**src/design/hscd_pkg.sv**
```systemverilog
// ----------------------------------------------------------------------------
// hscd_pkg
// Shared types, constants and palette lookup for the hires scanline decoder.
// ----------------------------------------------------------------------------
package hscd_pkg;

   localparam int BYTES_PER_LINE_DEFAULT = 40;
   localparam int QUEUE_DEPTH_DEFAULT    = 4;
   localparam int PIXELS_PER_BYTE        = 7;

   localparam logic [2:0] COLOR_BLACK  = 3'd0;
   localparam logic [2:0] COLOR_WHITE  = 3'd1;
   localparam logic [2:0] COLOR_VIOLET = 3'd2;
   localparam logic [2:0] COLOR_GREEN  = 3'd3;
   localparam logic [2:0] COLOR_BLUE   = 3'd4;
   localparam logic [2:0] COLOR_ORANGE = 3'd5;

   localparam logic [23:0] RGB_BLACK  = 24'h000000;
   localparam logic [23:0] RGB_WHITE  = 24'hFFFFFF;
   localparam logic [23:0] RGB_VIOLET = 24'hE314FF;
   localparam logic [23:0] RGB_GREEN  = 24'h1BD34F;
   localparam logic [23:0] RGB_BLUE   = 24'h1873E4;
   localparam logic [23:0] RGB_ORANGE = 24'hF7401E;

   // One byte to be decoded into seven pixels.
   typedef struct packed {
      logic [7:0] byte_bits;
      logic       left_bit;
      logic       right_bit;
      logic [8:0] x_base;
      logic       col_odd;
      logic       color_on;
      logic       run_last;
      logic       line_done;
   } job_type;

   function automatic logic [23:0] color_rgb(input logic [2:0] code);
      logic [23:0] value;
      unique case (code)
         COLOR_WHITE:  value = RGB_WHITE;
         COLOR_VIOLET: value = RGB_VIOLET;
         COLOR_GREEN:  value = RGB_GREEN;
         COLOR_BLUE:   value = RGB_BLUE;
         COLOR_ORANGE: value = RGB_ORANGE;
         default:      value = RGB_BLACK;
      endcase
      return value;
   endfunction

endpackage

```
**src/design/hscd_queue.sv**
```systemverilog
// ----------------------------------------------------------------------------
// hscd_queue
// Short first-in first-out queue of decode jobs between front and back.
// ----------------------------------------------------------------------------
module hscd_queue #(
   parameter int QUEUE_DEPTH = hscd_pkg::QUEUE_DEPTH_DEFAULT
) (
   input  logic              clock,
   input  logic              reset,
   input  logic              push_valid,
   output logic              push_ready,
   input  hscd_pkg::job_type push_job,
   output logic              pop_valid,
   input  logic              pop_ready,
   output hscd_pkg::job_type pop_job
);

   localparam int PTR_W   = (QUEUE_DEPTH > 1) ? $clog2(QUEUE_DEPTH) : 1;
   localparam int COUNT_W = $clog2(QUEUE_DEPTH + 1);
   localparam logic [PTR_W-1:0]   LAST_PTR = PTR_W'(QUEUE_DEPTH - 1);
   localparam logic [COUNT_W-1:0] FULL_COUNT = COUNT_W'(QUEUE_DEPTH);

   hscd_pkg::job_type entry_mem [QUEUE_DEPTH];

   logic [PTR_W-1:0]   wr_ptr_ff, wr_ptr_in;
   logic [PTR_W-1:0]   rd_ptr_ff, rd_ptr_in;
   logic [COUNT_W-1:0] count_ff, count_in;
   logic               do_push, do_pop;

   assign push_ready = (count_ff != FULL_COUNT);
   assign pop_valid  = (count_ff != '0);
   assign pop_job    = entry_mem[rd_ptr_ff];
   assign do_push    = push_valid && push_ready;
   assign do_pop     = pop_valid && pop_ready;

   always_comb begin
      wr_ptr_in = wr_ptr_ff;
      rd_ptr_in = rd_ptr_ff;
      count_in  = count_ff;
      if (do_push) begin
         wr_ptr_in = (wr_ptr_ff == LAST_PTR) ? '0 : wr_ptr_ff + PTR_W'(1);
      end
      if (do_pop) begin
         rd_ptr_in = (rd_ptr_ff == LAST_PTR) ? '0 : rd_ptr_ff + PTR_W'(1);
      end
      if (do_push && !do_pop) begin
         count_in = count_ff + COUNT_W'(1);
      end else if (do_pop && !do_push) begin
         count_in = count_ff - COUNT_W'(1);
      end
   end

   always_ff @(posedge clock) begin
      if (reset) begin
         wr_ptr_ff <= '0;
         rd_ptr_ff <= '0;
         count_ff  <= '0;
      end else begin
         wr_ptr_ff <= wr_ptr_in;
         rd_ptr_ff <= rd_ptr_in;
         count_ff  <= count_in;
      end
   end

   always_ff @(posedge clock) begin
      if (do_push) begin
         entry_mem[wr_ptr_ff] <= push_job;
      end
   end

endmodule

```
**src/design/hscd_front.sv**
```systemverilog
// ----------------------------------------------------------------------------
// hscd_front
// Accepts display words, tracks the held byte and column, and issues jobs.
// ----------------------------------------------------------------------------
module hscd_front #(
   parameter int BYTES_PER_LINE = hscd_pkg::BYTES_PER_LINE_DEFAULT
) (
   input  logic              clock,
   input  logic              reset,
   input  logic              req_valid,
   output logic              req_ready,
   input  logic [7:0]        req_display_byte,
   input  logic              csr_write_enable,
   input  logic              csr_write_data,
   output logic              push_valid,
   input  logic              push_ready,
   output hscd_pkg::job_type push_job
);

   localparam logic [5:0] LAST_COLUMN = 6'(BYTES_PER_LINE - 1);

   logic              color_enable_ff;
   logic [7:0]        held_ff, held_in;
   logic              left_ff, left_in;
   logic [5:0]        column_ff, column_in;
   logic              pend_valid_ff, pend_valid_in;
   hscd_pkg::job_type pend_job_ff, pend_job_in;
   hscd_pkg::job_type held_job;
   logic              accept, line_end;
   logic [5:0]        prev_column;

   assign req_ready   = !pend_valid_ff && push_ready;
   assign accept      = req_valid && req_ready;
   assign line_end    = (column_ff >= LAST_COLUMN);
   assign prev_column = column_ff - 6'd1;

   always_comb begin
      held_job.byte_bits = held_ff;
      held_job.left_bit  = left_ff;
      held_job.right_bit = req_display_byte[0];
      held_job.x_base    = {prev_column, 3'b000} - {3'b000, prev_column};
      held_job.col_odd   = prev_column[0];
      held_job.color_on  = color_enable_ff;
      held_job.run_last  = !line_end;
      held_job.line_done = 1'b0;
   end

   assign push_valid = pend_valid_ff || (accept && (column_ff != '0));
   assign push_job   = pend_valid_ff ? pend_job_ff : held_job;

   always_comb begin
      held_in       = held_ff;
      left_in       = left_ff;
      column_in     = column_ff;
      pend_valid_in = pend_valid_ff && !push_ready;
      pend_job_in   = pend_job_ff;
      if (accept) begin
         if (column_ff == '0) begin
            held_in   = req_display_byte;
            left_in   = 1'b0;
            column_in = 6'd1;
         end else if (line_end) begin
            pend_valid_in         = 1'b1;
            pend_job_in.byte_bits = req_display_byte;
            pend_job_in.left_bit  = held_ff[6];
            pend_job_in.right_bit = 1'b0;
            pend_job_in.x_base    = {column_ff, 3'b000} - {3'b000, column_ff};
            pend_job_in.col_odd   = column_ff[0];
            pend_job_in.color_on  = color_enable_ff;
            pend_job_in.run_last  = 1'b1;
            pend_job_in.line_done = 1'b1;
            held_in               = '0;
            left_in               = 1'b0;
            column_in             = '0;
         end else begin
            left_in   = held_ff[6];
            held_in   = req_display_byte;
            column_in = column_ff + 6'd1;
         end
      end
   end

   always_ff @(posedge clock) begin
      if (reset) begin
         color_enable_ff <= 1'b0;
         held_ff         <= '0;
         left_ff         <= 1'b0;
         column_ff       <= '0;
         pend_valid_ff   <= 1'b0;
      end else begin
         if (csr_write_enable) begin
            color_enable_ff <= csr_write_data;
         end
         held_ff       <= held_in;
         left_ff       <= left_in;
         column_ff     <= column_in;
         pend_valid_ff <= pend_valid_in;
      end
   end

   always_ff @(posedge clock) begin
      pend_job_ff <= pend_job_in;
   end

endmodule

```
**src/design/hscd_back.sv**
```systemverilog
// ----------------------------------------------------------------------------
// hscd_back
// Walks the seven pixels of each job and drives the registered pixel output.
// ----------------------------------------------------------------------------
module hscd_back (
   input  logic              clock,
   input  logic              reset,
   input  logic              pop_valid,
   output logic              pop_ready,
   input  hscd_pkg::job_type pop_job,
   output logic              rsp_valid,
   input  logic              rsp_ready,
   output logic [8:0]        rsp_pixel_x,
   output logic [2:0]        rsp_color_code,
   output logic [23:0]       rsp_rgb,
   output logic              rsp_run_last,
   output logic              rsp_line_done
);

   localparam logic [2:0] LAST_PIXEL = 3'(hscd_pkg::PIXELS_PER_BYTE - 1);

   hscd_pkg::job_type job_ff;
   logic              job_valid_ff;
   logic [2:0]        pix_ff;
   logic              out_valid_ff;
   logic [8:0]        out_x_ff;
   logic [2:0]        out_code_ff;
   logic [23:0]       out_rgb_ff;
   logic              out_run_last_ff;
   logic              out_line_done_ff;

   logic       out_load, step, last_pix;
   logic       cur_bit, left_nbr, right_nbr, parity;
   logic [2:0] code;

   assign out_load  = !out_valid_ff || rsp_ready;
   assign step      = job_valid_ff && out_load;
   assign last_pix  = (pix_ff == LAST_PIXEL);
   assign pop_ready = !job_valid_ff || (step && last_pix);

   always_comb begin
      cur_bit   = job_ff.byte_bits[pix_ff];
      left_nbr  = (pix_ff == '0) ? job_ff.left_bit : job_ff.byte_bits[pix_ff - 3'd1];
      right_nbr = last_pix ? job_ff.right_bit : job_ff.byte_bits[pix_ff + 3'd1];
      parity    = pix_ff[0] ^ job_ff.col_odd;
      code      = hscd_pkg::COLOR_BLACK;
      if (!job_ff.color_on) begin
         if (cur_bit) begin
            code = hscd_pkg::COLOR_WHITE;
         end
      end else if (cur_bit) begin
         if (left_nbr || right_nbr) begin
            code = hscd_pkg::COLOR_WHITE;
         end else begin
            code = hscd_pkg::COLOR_VIOLET + {1'b0, job_ff.byte_bits[7], parity};
         end
      end else if (left_nbr && right_nbr) begin
         code = hscd_pkg::COLOR_VIOLET + {1'b0, job_ff.byte_bits[7], !parity};
      end
   end

   always_ff @(posedge clock) begin
      if (reset) begin
         job_valid_ff <= 1'b0;
         pix_ff       <= '0;
         out_valid_ff <= 1'b0;
      end else begin
         if (pop_valid && pop_ready) begin
            job_valid_ff <= 1'b1;
            pix_ff       <= '0;
         end else if (step && last_pix) begin
            job_valid_ff <= 1'b0;
         end else if (step) begin
            pix_ff <= pix_ff + 3'd1;
         end
         if (out_load) begin
            out_valid_ff <= step;
         end
      end
   end

   always_ff @(posedge clock) begin
      if (pop_valid && pop_ready) begin
         job_ff <= pop_job;
      end
      if (step) begin
         out_x_ff         <= job_ff.x_base + {6'd0, pix_ff};
         out_code_ff      <= code;
         out_rgb_ff       <= hscd_pkg::color_rgb(code);
         out_run_last_ff  <= job_ff.run_last && last_pix;
         out_line_done_ff <= job_ff.line_done && last_pix;
      end
   end

   assign rsp_valid      = out_valid_ff;
   assign rsp_pixel_x    = out_x_ff;
   assign rsp_color_code = out_code_ff;
   assign rsp_rgb        = out_rgb_ff;
   assign rsp_run_last   = out_run_last_ff;
   assign rsp_line_done  = out_line_done_ff;

endmodule

```
**src/design/hires_scanline_color_decoder_top.sv**
```systemverilog
// ----------------------------------------------------------------------------
// hires_scanline_color_decoder_top
// Decodes hires scanline bytes into artifact-colored pixels.
//
// Channel   Direction  Handshake            Word
// req       in         req_valid/req_ready  display_byte
// rsp       out        rsp_valid/rsp_ready  pixel_x, color_code, rgb, run_last,
//                                           line_done
// csr       in         csr_write_enable     color_enable
//
// The back end emits one pixel per cycle while jobs are queued and rsp_ready is held.
// The first byte of a line yields no pixels; the last yields fourteen.
// Reset is synchronous and needs no clearing pass.
// The job queue lets the input keep filling while the output is stalled.
// ----------------------------------------------------------------------------
module hires_scanline_color_decoder_top #(
   parameter int BYTES_PER_LINE = hscd_pkg::BYTES_PER_LINE_DEFAULT,
   parameter int QUEUE_DEPTH    = hscd_pkg::QUEUE_DEPTH_DEFAULT
) (
   input  logic        clock,
   input  logic        reset,
   input  logic        req_valid,
   output logic        req_ready,
   input  logic [7:0]  req_display_byte,
   input  logic        csr_write_enable,
   input  logic        csr_write_data,
   output logic        rsp_valid,
   input  logic        rsp_ready,
   output logic [8:0]  rsp_pixel_x,
   output logic [2:0]  rsp_color_code,
   output logic [23:0] rsp_rgb,
   output logic        rsp_run_last,
   output logic        rsp_line_done
);

   logic              push_valid, push_ready;
   hscd_pkg::job_type push_job;
   logic              pop_valid, pop_ready;
   hscd_pkg::job_type pop_job;

   hscd_front #(
      .BYTES_PER_LINE(BYTES_PER_LINE)
   ) u_front (
      .clock           (clock),
      .reset           (reset),
      .req_valid       (req_valid),
      .req_ready       (req_ready),
      .req_display_byte(req_display_byte),
      .csr_write_enable(csr_write_enable),
      .csr_write_data  (csr_write_data),
      .push_valid      (push_valid),
      .push_ready      (push_ready),
      .push_job        (push_job)
   );

   hscd_queue #(
      .QUEUE_DEPTH(QUEUE_DEPTH)
   ) u_queue (
      .clock     (clock),
      .reset     (reset),
      .push_valid(push_valid),
      .push_ready(push_ready),
      .push_job  (push_job),
      .pop_valid (pop_valid),
      .pop_ready (pop_ready),
      .pop_job   (pop_job)
   );

   hscd_back u_back (
      .clock         (clock),
      .reset         (reset),
      .pop_valid     (pop_valid),
      .pop_ready     (pop_ready),
      .pop_job       (pop_job),
      .rsp_valid     (rsp_valid),
      .rsp_ready     (rsp_ready),
      .rsp_pixel_x   (rsp_pixel_x),
      .rsp_color_code(rsp_color_code),
      .rsp_rgb       (rsp_rgb),
      .rsp_run_last  (rsp_run_last),
      .rsp_line_done (rsp_line_done)
   );

endmodule

```
**config.mk**
```make
export PLATFORM = sky130hd
export DESIGN_NAME = hires_scanline_color_decoder_top
export DESIGN_NICKNAME = d
export VERILOG_FILES = /design/src/design/hscd_pkg.sv /design/src/design/hscd_queue.sv /design/src/design/hscd_front.sv /design/src/design/hscd_back.sv /design/src/design/hires_scanline_color_decoder_top.sv
export SDC_FILE = /design/constraint.sdc
export NUM_CORES = 1
export LEC_CHECK = 0
export ABC_AREA = 1
export BUFFER_PORTS_ARGS = -buffer_cell sky130_fd_sc_hd__buf_2
export CORE_MARGIN = 2
export CORE_UTILIZATION = 28
export CTS_BUF_LIST = sky130_fd_sc_hd__clkbuf_4 sky130_fd_sc_hd__clkbuf_8 sky130_fd_sc_hd__clkbuf_16
export DETAILED_ROUTE_END_ITERATION = 7
export GPL_ROUTABILITY_DRIVEN = 0
export PLACE_DENSITY = 0.47
export SYNTH_ARGS = -nofsm -noshare
export SYNTH_HDL_FRONTEND = slang
export SYNTH_SLANG_ARGS = --single-unit
```
**constraint.sdc**
```tcl
create_clock -name clock -period 9.3 [get_ports clock]
set_input_delay 0.465 -clock clock [delete_from_list [all_inputs] [get_ports clock]]
set_output_delay 0.465 -clock clock [all_outputs]
set_load 0.02 [all_outputs]
```
# Word-level counts from Yosys, hierarchy flattened
# Memories as Yosys holds them, arrays and structs flattened. A register that Yosys moved wholly into a read port is not among the register bits.
# Cells that the tools add are included.
# op_classes
magnitude_cmp,4
n_bitwise,3
addsub,13
muxes,32
n_reduce_logical,34
eq_ne,9
# op_table
cell,count
one-hot mux 24 bit (5 select lines),1
2-to-1 mux 23 bit,1
2-to-1 mux 3 bit,6
subtractor 9 x 6 -> 9 bit,2
2-to-1 mux 8 bit,2
2-to-1 mux 1 bit,15
logical AND 1 bit,13
"less-than comparator 3 x 4 -> 1 bit, second input constant",3
2-to-1 mux 6 bit,2
adder 9 x 3 -> 9 bit,1
binary-select mux 1 bit (select 3 bit),3
"== test 3 bit, second input constant",3
logical NOT 1 bit,8
"adder 2 x 2 -> 3 bit, first input constant",2
"adder 3 x 1 -> 3 bit, second input constant",2
"adder 6 x 1 -> 6 bit, second input constant",1
"== test 3 x 2 -> 1 bit, second input constant",2
"greater-or-equal comparator 6 bit, second input constant",1
logical NOT 6 bit,1
nonzero test 6 bit,1
"subtractor 3 x 1 -> 3 bit, second input constant",2
"subtractor 6 x 1 -> 6 bit, second input constant",1
"adder 2 x 1 -> 2 bit, second input constant",2
"== test 2 bit, second input constant",2
12 further kinds,18
# word_totals
inputBits,14
ramBits,92
n_memories,1
regBits,87
wordCells,117
# memory_table
memory,words,width,read_ports,rd_ports_with_merged_regs,wr,line,rtl
u_queue.entry_mem,4,23,1,1,1,hscd_queue.sv:23,hscd_pkg::job_type entry_mem [QUEUE_DEPTH];

# Depth between registers and ports, before layout
# depth
ltp_word,10
ltp_mapped,15

# Modules after synthesis
# From an unflattened synthesis, not the netlist that was laid out.
# hier_totals
hier_cells,778
hier_area_um2,8984.9
# by_module_without_submodules
module,cells_per_inst,area_each_um2,instances
hscd_queue,291,4210.3,1
hscd_back,236,2682.6,1
hscd_front,251,2092.0,1

# Worst setup path after synthesis
# Ideal clock, no wire load.
# synth_path
path_type,register to register
from,register u_back.pix_ff[0]
to,register u_queue.count_ff[1]
setup_ns,0.116
path_slack_ns,6.064
arrival_ns,3.121
period_less_slack_ns,3.236
stages_incl_launch_ff,13
required_time_ns,9.184
path_cell_list,dfxtp_1 inv_2 ha_1 nand2_2 inv_1 a21oi_1 nor2_1 inv_1 ha_1 inv_1 fa_1 o21ai_0 nor2_1
# synth_between
elab_chain_len,7
# synth_lines
element,line,rtl
start: declaration,hscd_back.sv:24,logic [2:0] pix_ff;
start signal: assignment,hscd_back.sv:74,pix_ff <= pix_ff + 3'd1;
== test 3 bit,hscd_back.sv:38,assign last_pix = (pix_ff == LAST_PIXEL);
logical AND 1 bit,hscd_back.sv:39,assign pop_ready = !job_valid_ff || (step && last_pix);
logical OR 1 bit,hscd_back.sv:39,
logical AND 1 bit,hscd_queue.sv:34,assign do_pop = pop_valid && pop_ready;
net u_queue.do_pop,hscd_queue.sv:28,"logic do_push, do_pop;"
logical NOT 1 bit,hscd_queue.sv:46,if (do_push && !do_pop) begin
logical AND 1 bit,hscd_queue.sv:46,
2-to-1 mux 3 bit,hscd_queue.sv:46,
net u_queue.count_in[1],hscd_queue.sv:27,"logic [COUNT_W-1:0] count_ff, count_in;"
end signal: assignment,hscd_queue.sv:61,count_ff <= count_in;
end: declaration,hscd_queue.sv:27,
# The timed path passes the listed nets, and every way through them passes these cells.
# A chain may end at the register's enable or synchronous reset.

# Worst setup path after layout
# layout_path
from,register u_back.pix_ff[0]
to,register u_queue.count_ff[2]
# layout_between
elab_chain_len,7
# layout_lines
element,line
== test 3 bit (*),hscd_back.sv:38
logical AND 1 bit (*),hscd_back.sv:39
logical OR 1 bit (*),hscd_back.sv:39
logical AND 1 bit (*),hscd_queue.sv:34
net u_queue.do_pop,hscd_queue.sv:28
logical NOT 1 bit,hscd_queue.sv:46
logical AND 1 bit,hscd_queue.sv:46
2-to-1 mux 3 bit or nonzero test 2 bit (tied branches),n/a
# Mark *: on every way through the listed nets, which the timed path passes. The rest lies on a longest branch.

==> out/results.ini <==
[detailed_routing]
drtIter0Drc = 191
post_drt_wl_per_cell_um = 14.1
antenna_left = 0
finalWirelength_mm = 16.6
drt-pass1-iter-count = 4
vias = 5060
drc = 0
viasPerCell = 4.32

[worst_setup_path]
cp.arrival_ps = 3480
crit_slowest_cell = dfxtp_1
worstSetupStartpointType = flop
end_kind = flop
critical_path_class = reg -> reg
slowest_delay_ps = 600
crit_path_cell_trace = inv_2, ha_1, nand2_2, inv_1, a21oi_1, nor2_2, buf_4, inv_1, ha_1, inv_1, fa_1, a21oi_1, o21ai_0, o21ai_0, a21oi_1
cp_max_fo = 24
path_buf_inv = 5
path_delay_family = adder cells
worst_ep_required_time_ps = 9610

[floorplanning]
core_area_um2 = 28600
die_x_um = 174
num_rows = 62
die_h_um = 174
ioPinCount = 54
die-area_um2 = 30400
initial_core_util_pct = 28.4

[global_route]
grt_max_degree = 48
grt_pass1_vias = 4921
antenna_found_initial = 0
grt_pass1_wl_mm = 26.7
grt_use_total_pct = 11.2
gr-total-overflow = 0

[logic_synthesis]
ys_ff_latch = 185
yosysWarnings = 0
seq_area_frac_synth_pct = 64.8
synth_top_area_share_pct = 57.7
syn-num-nets = 769
synth_edf_count = 156
yosys.area.top_type = edfxtp_1
syn_area_per_cell_um2 = 11.1
synth.area.top_cells = edfxtp_1 58%, dfxtp_1 7.1%, nand2_1 4.9%
netlist_instances = 731
syn_area_um2 = 8120
netlist-cell-type-count = 38
ys.flop_type = edfxtp_1
async_flop_share_pct = 0

[clock_network]
cts_buffers = 17
cts-root-buf = clkbuf_16
ctsHoldBuffers = 0
postCtsSetupRepairBufs = 0
clockBufferDepth = 2
clock-sinks = 185
path_clk_slew_ps = 70
clk_latency_ps = 420
cts_resized = 0
cts_tree = yes
htreeDepth = 4

[place]
portBuffers = 53
dp_hpwl_mm = 11.4

[cells_and_area]
mostFrequentLayoutCell = edfxtp_1
fin_nets = 813
layout-drive-gt1-share_pct = 16.9
antennaDiodeCount = 0
fill_cells = 2899
area_delta_synth_final_pct = 14.9
seqCellArea_um2 = 5270
multi_input_area_um2 = 2430
layout_common_cells = 156 x edfxtp_1, 105 x nand2_1, 81 x nor2_1, 66 x o21ai_0, 59 x inv_1

[power]
ir_worst_vdd_v = 0.0000928
power_density_nw_per_um2 = 308
total_power_w = 0.00287
leakage_nw = 3.46

[sta]
finalSetupViolations = 0
skew_ps = 8.14
finalCriticalPeriod_ps = 3170
setup_tns_ps = 0
worst_pin_slew_ps = 1100
slew_viol_final = 0
timing.fmax_ghz = 0.315
fin_crit_sh_pct = 34.1
final_hold_viol_count = 0
rsz0062_at_grt = false
timing.slew.headroom_pct = 26.5

[hold_path]
hp-class = in -> reg

[flow_run]
cap_violations = 0

[status]
outcome = complete, no violations

-- metal layers --
layer | global-route usage, % | part of all wire, % | vias to the layer above
li1 | - | - | 2604
met1 | 15.5 | 49 | 2346
met2 | 17.6 | 45 | 100
met3 | 2.54 | 4.5 | 10
met4 | 3.29 | 1.1 | 0
met5 | 0 | 0 | -
-- cells by family after synthesis --
| logic type | count (synthesis) | synth area share [%] |
|---|---|---|
| compound gates | 147 | 10.3 |
| xor+xnor | 21 | 2.26 |
| fa+ha+maj | 24 | 3.88 |
| buf+inv | 104 | 5.51 |
| flops | 185 | 64.8 |
| simple gates | 250 | 13.2 |
-- synthesized netlist by cell type (3+ instances only) --
master / number
xor2_1: 14
nand2_1: 105
inv_2: 8
xnor2_1: 7
nand3_1: 29
inv_1: 59
ha_1: 22
o21ai_1: 4
a21oi_1: 33
clkbuf_1: 22
o21ai_2: 3
nor2_2: 5
edfxtp_1: 156
buf_4: 11
nand4_1: 3
o22ai_1: 22
dfxtp_1: 29
a211oi_1: 9
nand2_2: 11
nor2_1: 87
o21ai_0: 66
-- per-stage QoR --
stage	area (um2)	worst slack [ps]	util, %	instances	hold WS [ps]
after floorplan	8120	6060	-	731	424
after global placement	8760	6200	30.6	1140	440
after detailed placement	8760	6140	30.6	1140	448
after CTS	9330	6100	32.6	1172	213
after global routing	9330	5760	32.6	1172	215
final	9330	6130	32.6	1172	228
-- path summary, 6_finish.rpt --
kind                            depth (start not counted)                            start                                    to  slack (ps)
worst max-delay path                                   15    u_back.pix_ff[0]$_SDFFE_PP0P_      u_queue.count_ff[2]$_SDFFE_PP0P_        6130
worst min-delay path                                    2                 csr_write_enable  u_front.color_enable_ff$_SDFFE_PP0P_         230
worst max register to register                         15    u_back.pix_ff[0]$_SDFFE_PP0P_      u_queue.count_ff[2]$_SDFFE_PP0P_        6130
worst min register to register                          2  u_front.held_ff[1]$_SDFFE_PP0P_       u_front.held_ff[1]$_SDFFE_PP0P_         460
-- cell type report --
| class | count | area share (%) |
|---|---|---|
| Sequential cell | 185 | 56.4 |
| Multi-Input combinational cell | 442 | 26.0 |
| Tap cell | 384 | 5.15 |
| Clock buffer | 20 | 4.93 |
| Timing Repair Buffer | 61 | 3.49 |
| Inverter | 68 | 2.73 |
| Clock inverter | 12 | 1.26 |
-- flip-flops by register name, indices dropped and copies added (netlist names), 6 cells and up --
signal	cells
u_queue.entry_mem	88
u_back.job_ff	22
u_front.pend_job_ff	19
u_back.rsp_rgb	13
u_back.rsp_pixel_x	9
u_front.held_ff	8
u_front.column_ff	6
-- where the power goes --
| part | leakage (nW) | total, W | internal [W] | switching (W) |
|---|---|---|---|---|
| Sequential | 1.67 | 0.00124 | 0.00116 | 0.0000875 |
| Clock | 0.278 | 0.000705 | 0.000390 | 0.000314 |
| Combinational | 1.51 | 0.000922 | 0.000281 | 0.000641 |
| Total | 3.46 | 0.00287 | 0.00183 | 0.00104 |
-- worst reg2reg max path: cells and delay by family, from the launching register on --
family          cells  cell delay (ps)
simple gates        2              190
buf+inv             5              770
flops               1              600
compound gates      5              690
fa+ha+maj           3              800
Power figures use the tool's default switching activity.
